===== src/design/assert_macros.svh =====
// Assertion helpers used by the top-level design file
`ifndef ASSERT_MACROS_SVH
`define ASSERT_MACROS_SVH
`ifndef ASSERT_OFF
`define ASSERT_IMPLIES(label, clk, rst_n, a, c) \
  label: assert property (@(posedge clk) disable iff (!rst_n) (a) |-> (c)) else $error("%m");
`define ASSERT_NEXT(label, clk, rst_n, a, c) \
  label: assert property (@(posedge clk) disable iff (!rst_n) (a) |=> (c)) else $error("%m");
`else
`define ASSERT_IMPLIES(label, clk, rst_n, a, c)
`define ASSERT_NEXT(label, clk, rst_n, a, c)
`endif
`endif


===== src/design/lsss_pkg.sv =====
package lsss_pkg;
  localparam int MAX_SCAN_POINTS_DEF = 4096;
  localparam int OBJECT_SLOTS_DEF    = 2;
  localparam int ANGLE_FRAC_BITS_DEF = 12;

  localparam logic [2:0] REG_MIN_RANGE = 3'd0;
  localparam logic [2:0] REG_MAX_RANGE = 3'd1;
  localparam logic [2:0] REG_ANG_GAP   = 3'd2;
  localparam logic [2:0] REG_RNG_GAP   = 3'd3;
  localparam logic [2:0] REG_MIN_PTS   = 3'd4;
  localparam logic [2:0] REG_MIN_WIDTH = 3'd5;
  localparam logic [2:0] REG_MAX_WIDTH = 3'd6;

  localparam int SUM_W = 28;

  // divider request/response
  typedef struct packed {
    logic             start;
    logic [SUM_W-1:0] dividend;
    logic [12:0]      divisor;
  } div_req_t;

  typedef struct packed {
    logic             done;
    logic [SUM_W-1:0] quotient;
  } div_rsp_t;
endpackage


===== src/design/lsss_divider.sv =====
// Restoring divider, one quotient bit per cycle
module lsss_divider
  import lsss_pkg::*;
(
  input  logic     clk,
  input  logic     rst_n,
  input  div_req_t req,
  output div_rsp_t rsp
);
  localparam int CW = $clog2(SUM_W + 1);

  logic [SUM_W-1:0] quo_r, quo_nxt;
  logic [13:0]      rem_r, rem_nxt;
  logic [12:0]      dvs_r, dvs_nxt;
  logic [CW-1:0]    cnt_r, cnt_nxt;
  logic             busy_r, busy_nxt;
  logic             done_r, done_nxt;
  logic [14:0]      trial;

  always_comb begin
    quo_nxt  = quo_r;
    rem_nxt  = rem_r;
    dvs_nxt  = dvs_r;
    cnt_nxt  = cnt_r;
    busy_nxt = busy_r;
    done_nxt = 1'b0;
    trial    = {rem_r, quo_r[SUM_W-1]} - {2'b0, dvs_r};
    if (req.start) begin
      quo_nxt  = req.dividend;
      rem_nxt  = '0;
      dvs_nxt  = req.divisor;
      cnt_nxt  = CW'(SUM_W);
      busy_nxt = 1'b1;
    end else if (busy_r) begin
      // shift in one dividend bit, subtract when it fits
      if (!trial[14]) begin
        rem_nxt = trial[13:0];
        quo_nxt = {quo_r[SUM_W-2:0], 1'b1};
      end else begin
        rem_nxt = {rem_r[12:0], quo_r[SUM_W-1]};
        quo_nxt = {quo_r[SUM_W-2:0], 1'b0};
      end
      cnt_nxt = cnt_r - 1'b1;
      if (cnt_r == CW'(1)) begin
        busy_nxt = 1'b0;
        done_nxt = 1'b1;
      end
    end
  end

  always_ff @(posedge clk) begin
    if (!rst_n) begin
      busy_r <= 1'b0;
      done_r <= 1'b0;
      cnt_r  <= '0;
    end else begin
      busy_r <= busy_nxt;
      done_r <= done_nxt;
      cnt_r  <= cnt_nxt;
    end
    quo_r <= quo_nxt;
    rem_r <= rem_nxt;
    dvs_r <= dvs_nxt;
  end

  assign rsp.done     = done_r;
  assign rsp.quotient = quo_r;
endmodule


===== src/design/lidar_scan_segment_selector_top.sv =====
// Channel | Dir | tdata (low bit first)                   | tuser
// in_     | in  | sample_angle[14:0], sample_range[30:15]  | -        tlast=end_of_scan
// out_    | out | found[0], centre_angle[15:1], range[31:16]| slot    tlast=last
// cfg_    | in  | index 3 bits, data 16 bits                | -
// A point that is rejected or simply extends a segment passes through ST_IDLE and ST_PT.
// A point that closes a segment with enough points uses the shared divider (mean
// range), then a multiply (width) and, if the width fits, the divider (mean angle).
// End of scan adds one closing and one result per slot; each result is held
// on out_tdata until out_tready, and no point is taken meanwhile.
// rst_n is synchronous; reset restores register defaults and clears a scan.
`include "assert_macros.svh"
module lidar_scan_segment_selector_top
  import lsss_pkg::*;
#(
  parameter int OBJECT_SLOTS    = OBJECT_SLOTS_DEF,
  parameter int ANGLE_FRAC_BITS = ANGLE_FRAC_BITS_DEF
) (
  input  logic        clk,
  input  logic        rst_n,
  input  logic        in_tvalid,
  output logic        in_tready,
  input  logic [31:0] in_tdata,   // sample_angle[14:0], sample_range[30:15]
  input  logic        in_tlast,
  output logic        out_tvalid,
  input  logic        out_tready,
  output logic [31:0] out_tdata,  // found[0], centre_angle[15:1], centre_range[31:16]
  output logic        out_tuser,  // slot
  output logic        out_tlast,
  input  logic        cfg_valid,
  output logic        cfg_ready,
  input  logic [2:0]  cfg_index,
  input  logic [15:0] cfg_data
);
  localparam int SW = (OBJECT_SLOTS > 1) ? $clog2(OBJECT_SLOTS) : 1;

  localparam logic [3:0] ST_IDLE  = 4'd0;
  localparam logic [3:0] ST_PT    = 4'd1;
  localparam logic [3:0] ST_CLOSE = 4'd2;
  localparam logic [3:0] ST_DIVR  = 4'd3;
  localparam logic [3:0] ST_MUL   = 4'd4;
  localparam logic [3:0] ST_WID   = 4'd5;
  localparam logic [3:0] ST_DIVA  = 4'd6;
  localparam logic [3:0] ST_INS   = 4'd7;
  localparam logic [3:0] ST_OPEN  = 4'd8;
  localparam logic [3:0] ST_EMIT  = 4'd9;
  localparam logic [3:0] ST_WAIT  = 4'd10;

  logic [3:0] st_r, st_nxt;

  // configuration registers
  logic [15:0] min_range_r, max_range_r, rng_gap_r, min_width_r, max_width_r;
  logic [14:0] ang_gap_r;
  logic [12:0] min_pts_r;

  // current point
  logic signed [14:0] a_r;
  logic [15:0] r_r;
  logic        eos_r;

  // segment state
  logic signed [14:0] prev_a_r, first_a_r;
  logic [15:0] prev_r_r, seg_near_r;
  logic        open_r;
  logic [12:0] cnt_r;
  logic signed [SUM_W-1:0] asum_r;
  logic [SUM_W-1:0] rsum_r;

  // closing work
  logic [15:0] mean_r;
  logic [31:0] prod_r;
  logic        neg_r;
  logic signed [14:0] cang_r;

  // slots
  logic               bv_r   [OBJECT_SLOTS];
  logic [15:0]        bn_r   [OBJECT_SLOTS];
  logic signed [14:0] ba_r   [OBJECT_SLOTS];
  logic [15:0]        br_r   [OBJECT_SLOTS];
  logic [SW-1:0]      emit_r;

  div_req_t dreq;
  div_rsp_t drsp;
  lsss_divider u_div (.clk(clk), .rst_n(rst_n), .req(dreq), .rsp(drsp));

  logic signed [15:0] da_s;
  logic [14:0] da;
  logic [15:0] dr;
  logic        keep, join_ok;
  logic [14:0] wdiff;
  logic [15:0] width;
  logic [SW:0] ins_pos;
  logic [SUM_W-1:0] amag;
  logic        scan_done;

  always_comb begin
    da_s = 16'(a_r) - 16'(prev_a_r);
    da   = da_s[15] ? 15'(-da_s) : da_s[14:0];
    dr   = (r_r >= prev_r_r) ? r_r - prev_r_r : prev_r_r - r_r;
    keep = (r_r > min_range_r) && (r_r < max_range_r);
    join_ok = open_r && (da <= ang_gap_r) && (dr <= rng_gap_r)
              && (32'(cnt_r) < 32'(MAX_SCAN_POINTS_DEF));
    wdiff = (prev_a_r >= first_a_r) ? 15'(prev_a_r - first_a_r) : 15'(first_a_r - prev_a_r);
    width = ((prod_r >> ANGLE_FRAC_BITS) > 32'hFFFF) ? 16'hFFFF
            : 16'(prod_r >> ANGLE_FRAC_BITS);
    amag  = asum_r[SUM_W-1] ? SUM_W'(-asum_r) : SUM_W'(asum_r);
    ins_pos = (SW+1)'(OBJECT_SLOTS);
    for (int i = OBJECT_SLOTS - 1; i >= 0; i--) begin
      if (!bv_r[i] || seg_near_r < bn_r[i]) ins_pos = (SW+1)'(i);
    end
  end

  // sequencer
  always_comb begin
    st_nxt = st_r;
    dreq   = '0;
    unique case (st_r)
      ST_IDLE:  if (in_tvalid) st_nxt = ST_PT;
      ST_PT: begin
        if (keep && !join_ok) st_nxt = ST_CLOSE;
        else if (eos_r)       st_nxt = ST_CLOSE;
        else                  st_nxt = ST_IDLE;
      end
      ST_CLOSE: begin
        if (open_r && cnt_r != '0 && cnt_r > min_pts_r) begin
          dreq.start = 1'b1;
          dreq.dividend = rsum_r;
          dreq.divisor = cnt_r;
          st_nxt = ST_DIVR;
        end else st_nxt = scan_done ? ST_EMIT : ST_OPEN;
      end
      ST_DIVR:  if (drsp.done) st_nxt = ST_MUL;
      ST_MUL:   st_nxt = ST_WID;
      ST_WID: begin
        if (width < min_width_r || width > max_width_r)
          st_nxt = scan_done ? ST_EMIT : ST_OPEN;
        else begin
          dreq.start = 1'b1;
          dreq.dividend = amag;
          dreq.divisor = cnt_r;
          st_nxt = ST_DIVA;
        end
      end
      ST_DIVA:  if (drsp.done) st_nxt = ST_INS;
      ST_INS:   st_nxt = scan_done ? ST_EMIT : ST_OPEN;
      ST_OPEN:  st_nxt = eos_r ? ST_CLOSE : ST_IDLE;
      ST_EMIT:  st_nxt = ST_WAIT;
      ST_WAIT: begin
        if (out_tready) begin
          if (32'(emit_r) == OBJECT_SLOTS - 1) st_nxt = ST_IDLE;
          else st_nxt = ST_EMIT;
        end
      end
      default:  st_nxt = ST_IDLE;
    endcase
  end

  // scan_done: the closing in progress is the end-of-scan closing
  logic fin_r;
  assign scan_done = fin_r;

  always_ff @(posedge clk) begin
    if (!rst_n) begin
      st_r <= ST_IDLE;
      min_range_r <= 16'd100; max_range_r <= 16'd800; ang_gap_r <= 15'd614;
      rng_gap_r <= 16'd300; min_pts_r <= 13'd5; min_width_r <= 16'd100;
      max_width_r <= 16'd600;
      open_r <= 1'b0; cnt_r <= '0; prev_a_r <= '0; prev_r_r <= '0;
      first_a_r <= '0; asum_r <= '0; rsum_r <= '0; seg_near_r <= 16'hFFFF;
      fin_r <= 1'b0; emit_r <= '0;
      for (int i = 0; i < OBJECT_SLOTS; i++) begin
        bv_r[i] <= 1'b0; bn_r[i] <= 16'hFFFF;
      end
    end else begin
      st_r <= st_nxt;
      // take register writes
      if (cfg_valid && cfg_ready) begin
        unique case (cfg_index)
          REG_MIN_RANGE: min_range_r <= cfg_data;
          REG_MAX_RANGE: max_range_r <= cfg_data;
          REG_ANG_GAP:   ang_gap_r   <= cfg_data[14:0];
          REG_RNG_GAP:   rng_gap_r   <= cfg_data;
          REG_MIN_PTS:   min_pts_r   <= cfg_data[12:0];
          REG_MIN_WIDTH: min_width_r <= cfg_data;
          REG_MAX_WIDTH: max_width_r <= cfg_data;
          default: ;
        endcase
      end
      unique case (st_r)
        ST_IDLE: if (in_tvalid) begin
          a_r <= in_tdata[14:0]; r_r <= in_tdata[30:15]; eos_r <= in_tlast;
          fin_r <= 1'b0;
        end
        ST_PT: begin
          if (keep && join_ok) begin
            cnt_r  <= cnt_r + 1'b1;
            asum_r <= asum_r + SUM_W'(a_r);
            rsum_r <= rsum_r + SUM_W'(r_r);
            if (r_r < seg_near_r) seg_near_r <= r_r;
            prev_a_r <= a_r; prev_r_r <= r_r;
          end else if (!keep) begin
            fin_r <= eos_r;
          end
        end
        ST_DIVR: if (drsp.done) mean_r <= drsp.quotient[15:0];
        ST_MUL:  prod_r <= 32'(wdiff) * 32'(mean_r);
        ST_CLOSE: if (!(open_r && cnt_r != '0 && cnt_r > min_pts_r)) open_r <= 1'b0;
        ST_WID:  neg_r <= asum_r[SUM_W-1];
        ST_DIVA: if (drsp.done)
          cang_r <= neg_r ? 15'(-drsp.quotient[14:0]) : drsp.quotient[14:0];
        ST_INS: begin
          open_r <= 1'b0;
          if (32'(ins_pos) < OBJECT_SLOTS) begin
            for (int j = OBJECT_SLOTS - 1; j > 0; j--) begin
              if (32'(j) > 32'(ins_pos)) begin
                bv_r[j] <= bv_r[j-1]; bn_r[j] <= bn_r[j-1];
                ba_r[j] <= ba_r[j-1]; br_r[j] <= br_r[j-1];
              end
            end
            bv_r[ins_pos[SW-1:0]] <= 1'b1;
            bn_r[ins_pos[SW-1:0]] <= seg_near_r;
            ba_r[ins_pos[SW-1:0]] <= cang_r;
            br_r[ins_pos[SW-1:0]] <= mean_r;
          end
        end
        ST_OPEN: begin
          // a kept point that failed to join opens the next segment
          open_r <= 1'b1; cnt_r <= 13'd1; first_a_r <= a_r;
          asum_r <= SUM_W'(a_r); rsum_r <= SUM_W'(r_r); seg_near_r <= r_r;
          prev_a_r <= a_r; prev_r_r <= r_r;
          fin_r <= eos_r;
        end
        ST_EMIT: ;
        ST_WAIT: if (out_tready) begin
          if (32'(emit_r) == OBJECT_SLOTS - 1) begin
            // clear the scan
            emit_r <= '0; open_r <= 1'b0; cnt_r <= '0; prev_a_r <= '0;
            prev_r_r <= '0; first_a_r <= '0; asum_r <= '0; rsum_r <= '0;
            seg_near_r <= 16'hFFFF; fin_r <= 1'b0;
            for (int i = 0; i < OBJECT_SLOTS; i++) begin
              bv_r[i] <= 1'b0; bn_r[i] <= 16'hFFFF;
            end
          end else emit_r <= emit_r + 1'b1;
        end
        default: ;
      endcase
      // end-of-scan point that did not open via ST_OPEN route
      if (st_r == ST_PT && keep && join_ok) fin_r <= eos_r;
    end
  end

  assign in_tready  = (st_r == ST_IDLE);
  assign cfg_ready  = 1'b1;
  assign out_tvalid = (st_r == ST_WAIT);
  assign out_tuser  = emit_r[0];
  assign out_tlast  = (32'(emit_r) == OBJECT_SLOTS - 1);
  assign out_tdata  = {bv_r[emit_r] ? br_r[emit_r] : 16'd0,
                       bv_r[emit_r] ? ba_r[emit_r] : 15'd0, bv_r[emit_r]};

  `ASSERT_IMPLIES(a_out_busy, clk, rst_n, out_tvalid, !in_tready)
  `ASSERT_NEXT(a_out_hold, clk, rst_n, out_tvalid && !out_tready, out_tvalid)
  `ASSERT_IMPLIES(a_div_idle, clk, rst_n, in_tready, !dreq.start)
endmodule

===== config.mk =====
export PLATFORM = sky130hd
export DESIGN_NAME = lidar_scan_segment_selector_top
export DESIGN_NICKNAME = d
export VERILOG_FILES = /design/src/design/lsss_pkg.sv /design/src/design/lsss_divider.sv /design/src/design/lidar_scan_segment_selector_top.sv
export VERILOG_INCLUDE_DIRS = /design/src /design/src/design
export SDC_FILE = /design/constraint.sdc
export NUM_CORES = 2
export LEC_CHECK = 0
export ABC_AREA = 1
export BUFFER_PORTS_ARGS = -buffer_cell sky130_fd_sc_hd__buf_2
export CORE_ASPECT_RATIO = 0.7
export CORE_UTILIZATION = 42
export CTS_CLUSTER_DIAMETER = 80
export DETAILED_ROUTE_END_ITERATION = 8
export PLACE_DENSITY = 0.59
export SLEW_MARGIN = 40
export SYNTH_ARGS = -nofsm -noshare
export SYNTH_HDL_FRONTEND = slang
export SYNTH_SLANG_ARGS = --single-unit

===== constraint.sdc =====
create_clock -name clk -period 18.4 [get_ports clk]
set_input_delay 0.92 -clock clk [delete_from_list [all_inputs] [get_ports clk]]
set_output_delay 0.92 -clock clk [all_outputs]
set_load 0.02 [all_outputs]

# Word level (Yosys, flattened, before mapping)
# Memory sizes are Yosys's and may differ from the RTL's. A register that Yosys moved wholly into a read port is not among the register bits.
# Index checks and enable logic that the tools add are counted.
# Widths: inputs -> output; s select.
# op_classes
add_sub_neg	14
multipliers	1
n_lt_le_gt_ge	16
n_eq_ne	30
mux	101
bitwise	8
reduce_logical	47
# ops
op	count
$mux 16	14
$mux 28	7
$pmux 28 s3	2
$mux 15	7
$pmux 16 s3	2
$mux 42	2
$pmux 42 s2	1
$lt 16x16->1	5
$pmux 15 s3	1
$pmux 4 s11	1
$mux 1	43
$mux 13	3
$pmux 13 s3	1
$gt 16x16->1	2
$sub 16x16->16	2
$mul 15x16->31	1
$neg 15->15	2
$pmux 15 s2	1
$sub 15x15->15	2
$add 28x15->28	1
$add 28x16->28	1
$mux 4	7
$neg 28->28	1
$reduce_and 2->1	10
50 further kinds	98
# word_totals
ff_bits	403
ramBits	96
input_bits	57
output_inout_bits	37
wordCells	253
mem_count	4
# memory_table
name	words	word_bits	read_ports	rd_ports_with_merged_regs	write_ports	line_no	text
bn_r	2	16	2	0	2	lidar_scan_segment_selector_top.sv:76	logic [15:0] bn_r [OBJECT_SLOTS];
br_r	2	16	2	1	2	lidar_scan_segment_selector_top.sv:78	logic [15:0] br_r [OBJECT_SLOTS];
ba_r	2	15	2	1	2	lidar_scan_segment_selector_top.sv:77	logic signed [14:0] ba_r [OBJECT_SLOTS];
bv_r	2	1	3	1	2	lidar_scan_segment_selector_top.sv:75	logic bv_r [OBJECT_SLOTS];

# Longest topological paths before layout
# An unclocked memory read counts as a cell.
# depth
word_depth	13
ltp_mapped	40
mapped_depth_nobuf	38

# By module
# Synthesis repeated with hierarchy kept, for this count alone.
# unflattened
cells_unflattened	5312
hier_area_um2	39832.0
# by_module_without_submodules
module	n_inst	cells_each	area_each_um2	seq_area_each_um2
lidar_scan_segment_selector_top	1	4849	36362.4	10319.9
lsss_divider	1	463	3469.6	1651.6

# Worst setup path after synthesis
# OpenSTA, ideal clock, no wires.
# synth_path
kind	reg-to-reg
start	reg prev_a_r[6]
end	reg prod_r[29] (data pin)
setup_ps	259
arrival_time_ps	6644
required_time_ps	18141
setup_slack_ps	11497
path_stages_with_launch	38
n_path_buf	2
period_less_slack_ps	6903
path_cell_list	dfxtp_1 > inv_1 > ha_1 > buf_6 > nand2_4 > inv_2 > a21oi_4 > nand2_2 > nand2_2 > nand2_1 > nand2_2 > nand3_4 > o21ai_1 > xor2_2 > buf_2 > nor2_1 > fa_1 > inv_1 > [... 2 more ...] > fa_1 > inv_1 > fa_1 > inv_1 > fa_1 > inv_1 > fa_1 > inv_1 > ha_1 > a21oi_1 > nor2_1 > nor2_1 > o21ai_0 > a21oi_1 > nand2_1 > nand2_1 > nand2_1 > xor2_1
# synth_between
elab_chain_len	3
elab_cells_between_ends	5
cone_classes	add/sub: 2; mul: 1; order compare: 1; mux: 1
# synth_rtl
element	line_no	text
start: declaration	lidar_scan_segment_selector_top.sv:61	logic signed [14:0] prev_a_r, first_a_r;
start signal: assignment	lidar_scan_segment_selector_top.sv:199	prev_a_r <= a_r; prev_r_r <= r_r;
start signal: assignment	lidar_scan_segment_selector_top.sv:229	prev_a_r <= a_r; prev_r_r <= r_r;
$sub 15x15->15 / $ge 15x15->1 (equally long branches)	lidar_scan_segment_selector_top.sv:102	wdiff = (prev_a_r >= first_a_r) ? 15'(prev_a_r - first_a_r) : 15'(first_a_r - prev_a_r);
$mux 15 (*)	lidar_scan_segment_selector_top.sv:102	
$mul 15x16->31 (*)	lidar_scan_segment_selector_top.sv:205	ST_MUL: prod_r <= 32'(wdiff) * 32'(mean_r);
end signal: assignment	lidar_scan_segment_selector_top.sv:205	
end: declaration	lidar_scan_segment_selector_top.sv:70	logic [31:0] prod_r;
# Every way passes the cells marked *; elsewhere a longest branch is shown, timed or not.
# A chain may end at the register's enable or synchronous reset.

# Worst setup path in the final report
# layout_path
start	reg prev_a_r[8]
end	reg prod_r[30] (data pin)
# The elaborated chain is that of the path after synthesis.

==> impl_metrics.yaml <==
status:
  status: "complete, no violations"
drt:
  drt_pass1_iterations: 6
  ant_nets: 0
  vias: 33700
  initialDrtViolationCount: 3184
  vias_per_cell: 5.25
  wl_um: 121000
  drc: 0
  routedWlPerCell_um: 18.9
timing:
  setup_violations: 0
  hold_viol: 0
  relSlewSlack_pct: 40.0
  clock_skew_ps: 45.8
  fmaxAchievable_mhz: 118
  worst_slew_pin_slew_ps: 897
  period_needed_ps: 8460
  final.setup.tns_ps: 0
  rsz0062_at_grt: "false"
  holdWs_ps: 445
  post-route-period-util_pct: 46.0
  final_max_slew_viol_count: 0
grt:
  grt_pass1_wl_um: 188000
  first_global_vias: 31700
  grt_max_degree: 109
  antenna_found_initial: 10
  overflow: 0
  grt.total_usage_pct: 25.5
die:
  dieArea_um2: 94600
  fp-row-count: 93
  num_io_pins: 94
  die_w_um: 367
  start_util_pct: 42.5
  coreArea_um2: 92300
  die_h_um: 258
synthesis:
  ys_warn_count: 0
  synthTopCellsByCount: "nand2_1 (975), inv_1 (879), nor2_1 (537), a21oi_1 (410), ha_1 (382)"
  yosys.area.top_type_share_pct: 16.8
  netlist_instances: 5108
  synth_area_leaders: "edfxtp_1 (17%), dfxtp_1 (14%), ha_1 (12%)"
  post-synth-top-count-cell: "nand2_1"
  synth_nets: 5734
  ys_seq_elements: 488
  synth_flop_cell: "dfxtp_1"
  synth_top_area_cell: "edfxtp_1"
  synth-edff-count: 220
  syn_area_um2: 39200
  syn_area_per_cell_um2: 7.68
  yosysUniqueCellTypes: 70
  async_flop_share_pct: 0
  ys_seq_area_share_pct: 30.5
critical_path:
  crit_required_ps: 18770
  crit_fanout: 18
  startpoint: "prev_a_r[8]"
  critPathLaunchType: "flop"
  critPathCaptureType: "flop"
  slowest_stage: "fa_1"
  worst-r2r-cell-count: 33
  slowest_delay_ps: 560
  cp_common_cell: "nand2_1"
  worstSetupPathType: "flop to flop"
  worst_ep_arrival_time_ps: 8830
  r2r-start: "prev_a_r[8]"
  r2r-end: "prod_r[30]"
  r2r_setup_slack_ps: 9940
  crit_end: "prod_r[30]"
clocking:
  cts_buffer_depth: 3
  cts_made_buffers: 53
  cts_hold_buf: 0
  cts_resized: 0
  cts_tree: "done"
  cts_setup_buffers: 0
  worstSkewPairLatency_ps: 650
  cts_max_level: 2
  cts-root-buf: "clkbuf_16"
  cts.clk_slew.worst_paths_ps: 70
  cts.sinks: 488
layout:
  final_area_um2: 42700
  final_nets: 5759
  syn2layout_area_growth_pct: 8.89
  layout-drive-gt1-share_pct: 6.64
placed_design:
  placedInstanceArea_um2: 40800
  dp_hpwl_um: 93900
  gpl.final_weighted_congestion: 0.985
  port_buffers: 91
flow_run:
  maxCapViolCount: 0
hold_path:
  hp-class: "primary input to flop"
-- logic make-up after synthesis --
kind of cell / share of synthesized area [%]
simple gates: 19.8
buf+inv: 10.5
compound gates: 13.4
fa+ha+maj: 21.7
flops: 30.5
xor+xnor: 3.43
mux: 0.562
other cells: 0.00956
-- routing by layer --
| metal | track usage, % | share of wire [%] | vias to the layer above | wire (µm) |
|---|---|---|---|---|
| met1 | 38.8 | 49 | 15900 | 59100 |
| met3 | 4.42 | 8.4 | 141 | 10200 |
| li1 | - | - | 16600 | - |
| met4 | 5.84 | 2.1 | 4 | 2550 |
| met2 | 37.2 | 41 | 1111 | 49600 |
| met5 | 0 | 0.019 | - | 23 |
-- registers in the layout (all words and copies together) (netlist names), 19 cells and up, named ones only --
register	count
bn_r	32
asum_r	28
prod_r	19
br_r	32
rsum_r	28
ba_r	30
u_div.quo_r	28
-- placed cells by master (no fill, tap or decap), types with 123 or more instances in the layout --
master | netlist | routed
o21ai_0 | 321 | 321
a21oi_1 | 410 | 410
inv_1 | 879 | 875
edfxtp_1 | 220 | 220
xor2_1 | 123 | 123
ha_1 | 382 | 381
nor2_1 | 537 | 534
nand2_1 | 975 | 975
dfxtp_1 | 268 | 267
nand3_1 | 152 | 151
fa_1 | 187 | 187
-- final cells by class --
class,instances,area [µm²]
Tap cell,1235,1550
Clock inverter,29,294
Fill cell,9301,49600
Clock buffer,71,1540
Multi-Input combinational cell,3555,23200
Timing Repair Buffer,128,758
Inverter,907,3400
Sequential cell,488,12000
Antenna cell,2,5.00
-- how the worst min path moves through the flow --
stage | start | endpoint | slack (ps) | depth (start not counted)
6_report | in_tdata[25] | r_r[10] | 450 | 1
5_1_grt | in_tdata[18] | r_r[3] | 430 | 1
4_1_cts | in_tdata[25] | r_r[10] | 420 | 1
3_5_place_dp | cang_r[14] | ba_r[0][14] | 440 | 0
3_3_place_gp | u_div.quo_r[14] | mean_r[14] | 430 | 0
2_1_floorplan | asum_r[27] | neg_r | 410 | 0
-- per-stage QoR --
stage	worst slack, ps	cells	utilization [%]
after floorplan	11500	5108	-
after global placement	9930	6311	44.2
after detailed placement	10130	6313	44.3
after CTS	10100	6413	46.3
after global routing	9650	6413	46.3
final	9940	6415	46.3
-- critical path, delay by kind of cell (launching register included) --
| kind | cells | cell delay [ps] |
|---|---|---|
| adders and majority gates | 8 | 3990 |
| buffers and inverters | 8 | 1090 |
| DFF | 1 | 360 |
| and+or+nand+nor | 17 | 2720 |
Power is not shown: default switching activity piles up to over one toggle a cycle in this logic, so the estimate is an artifact.
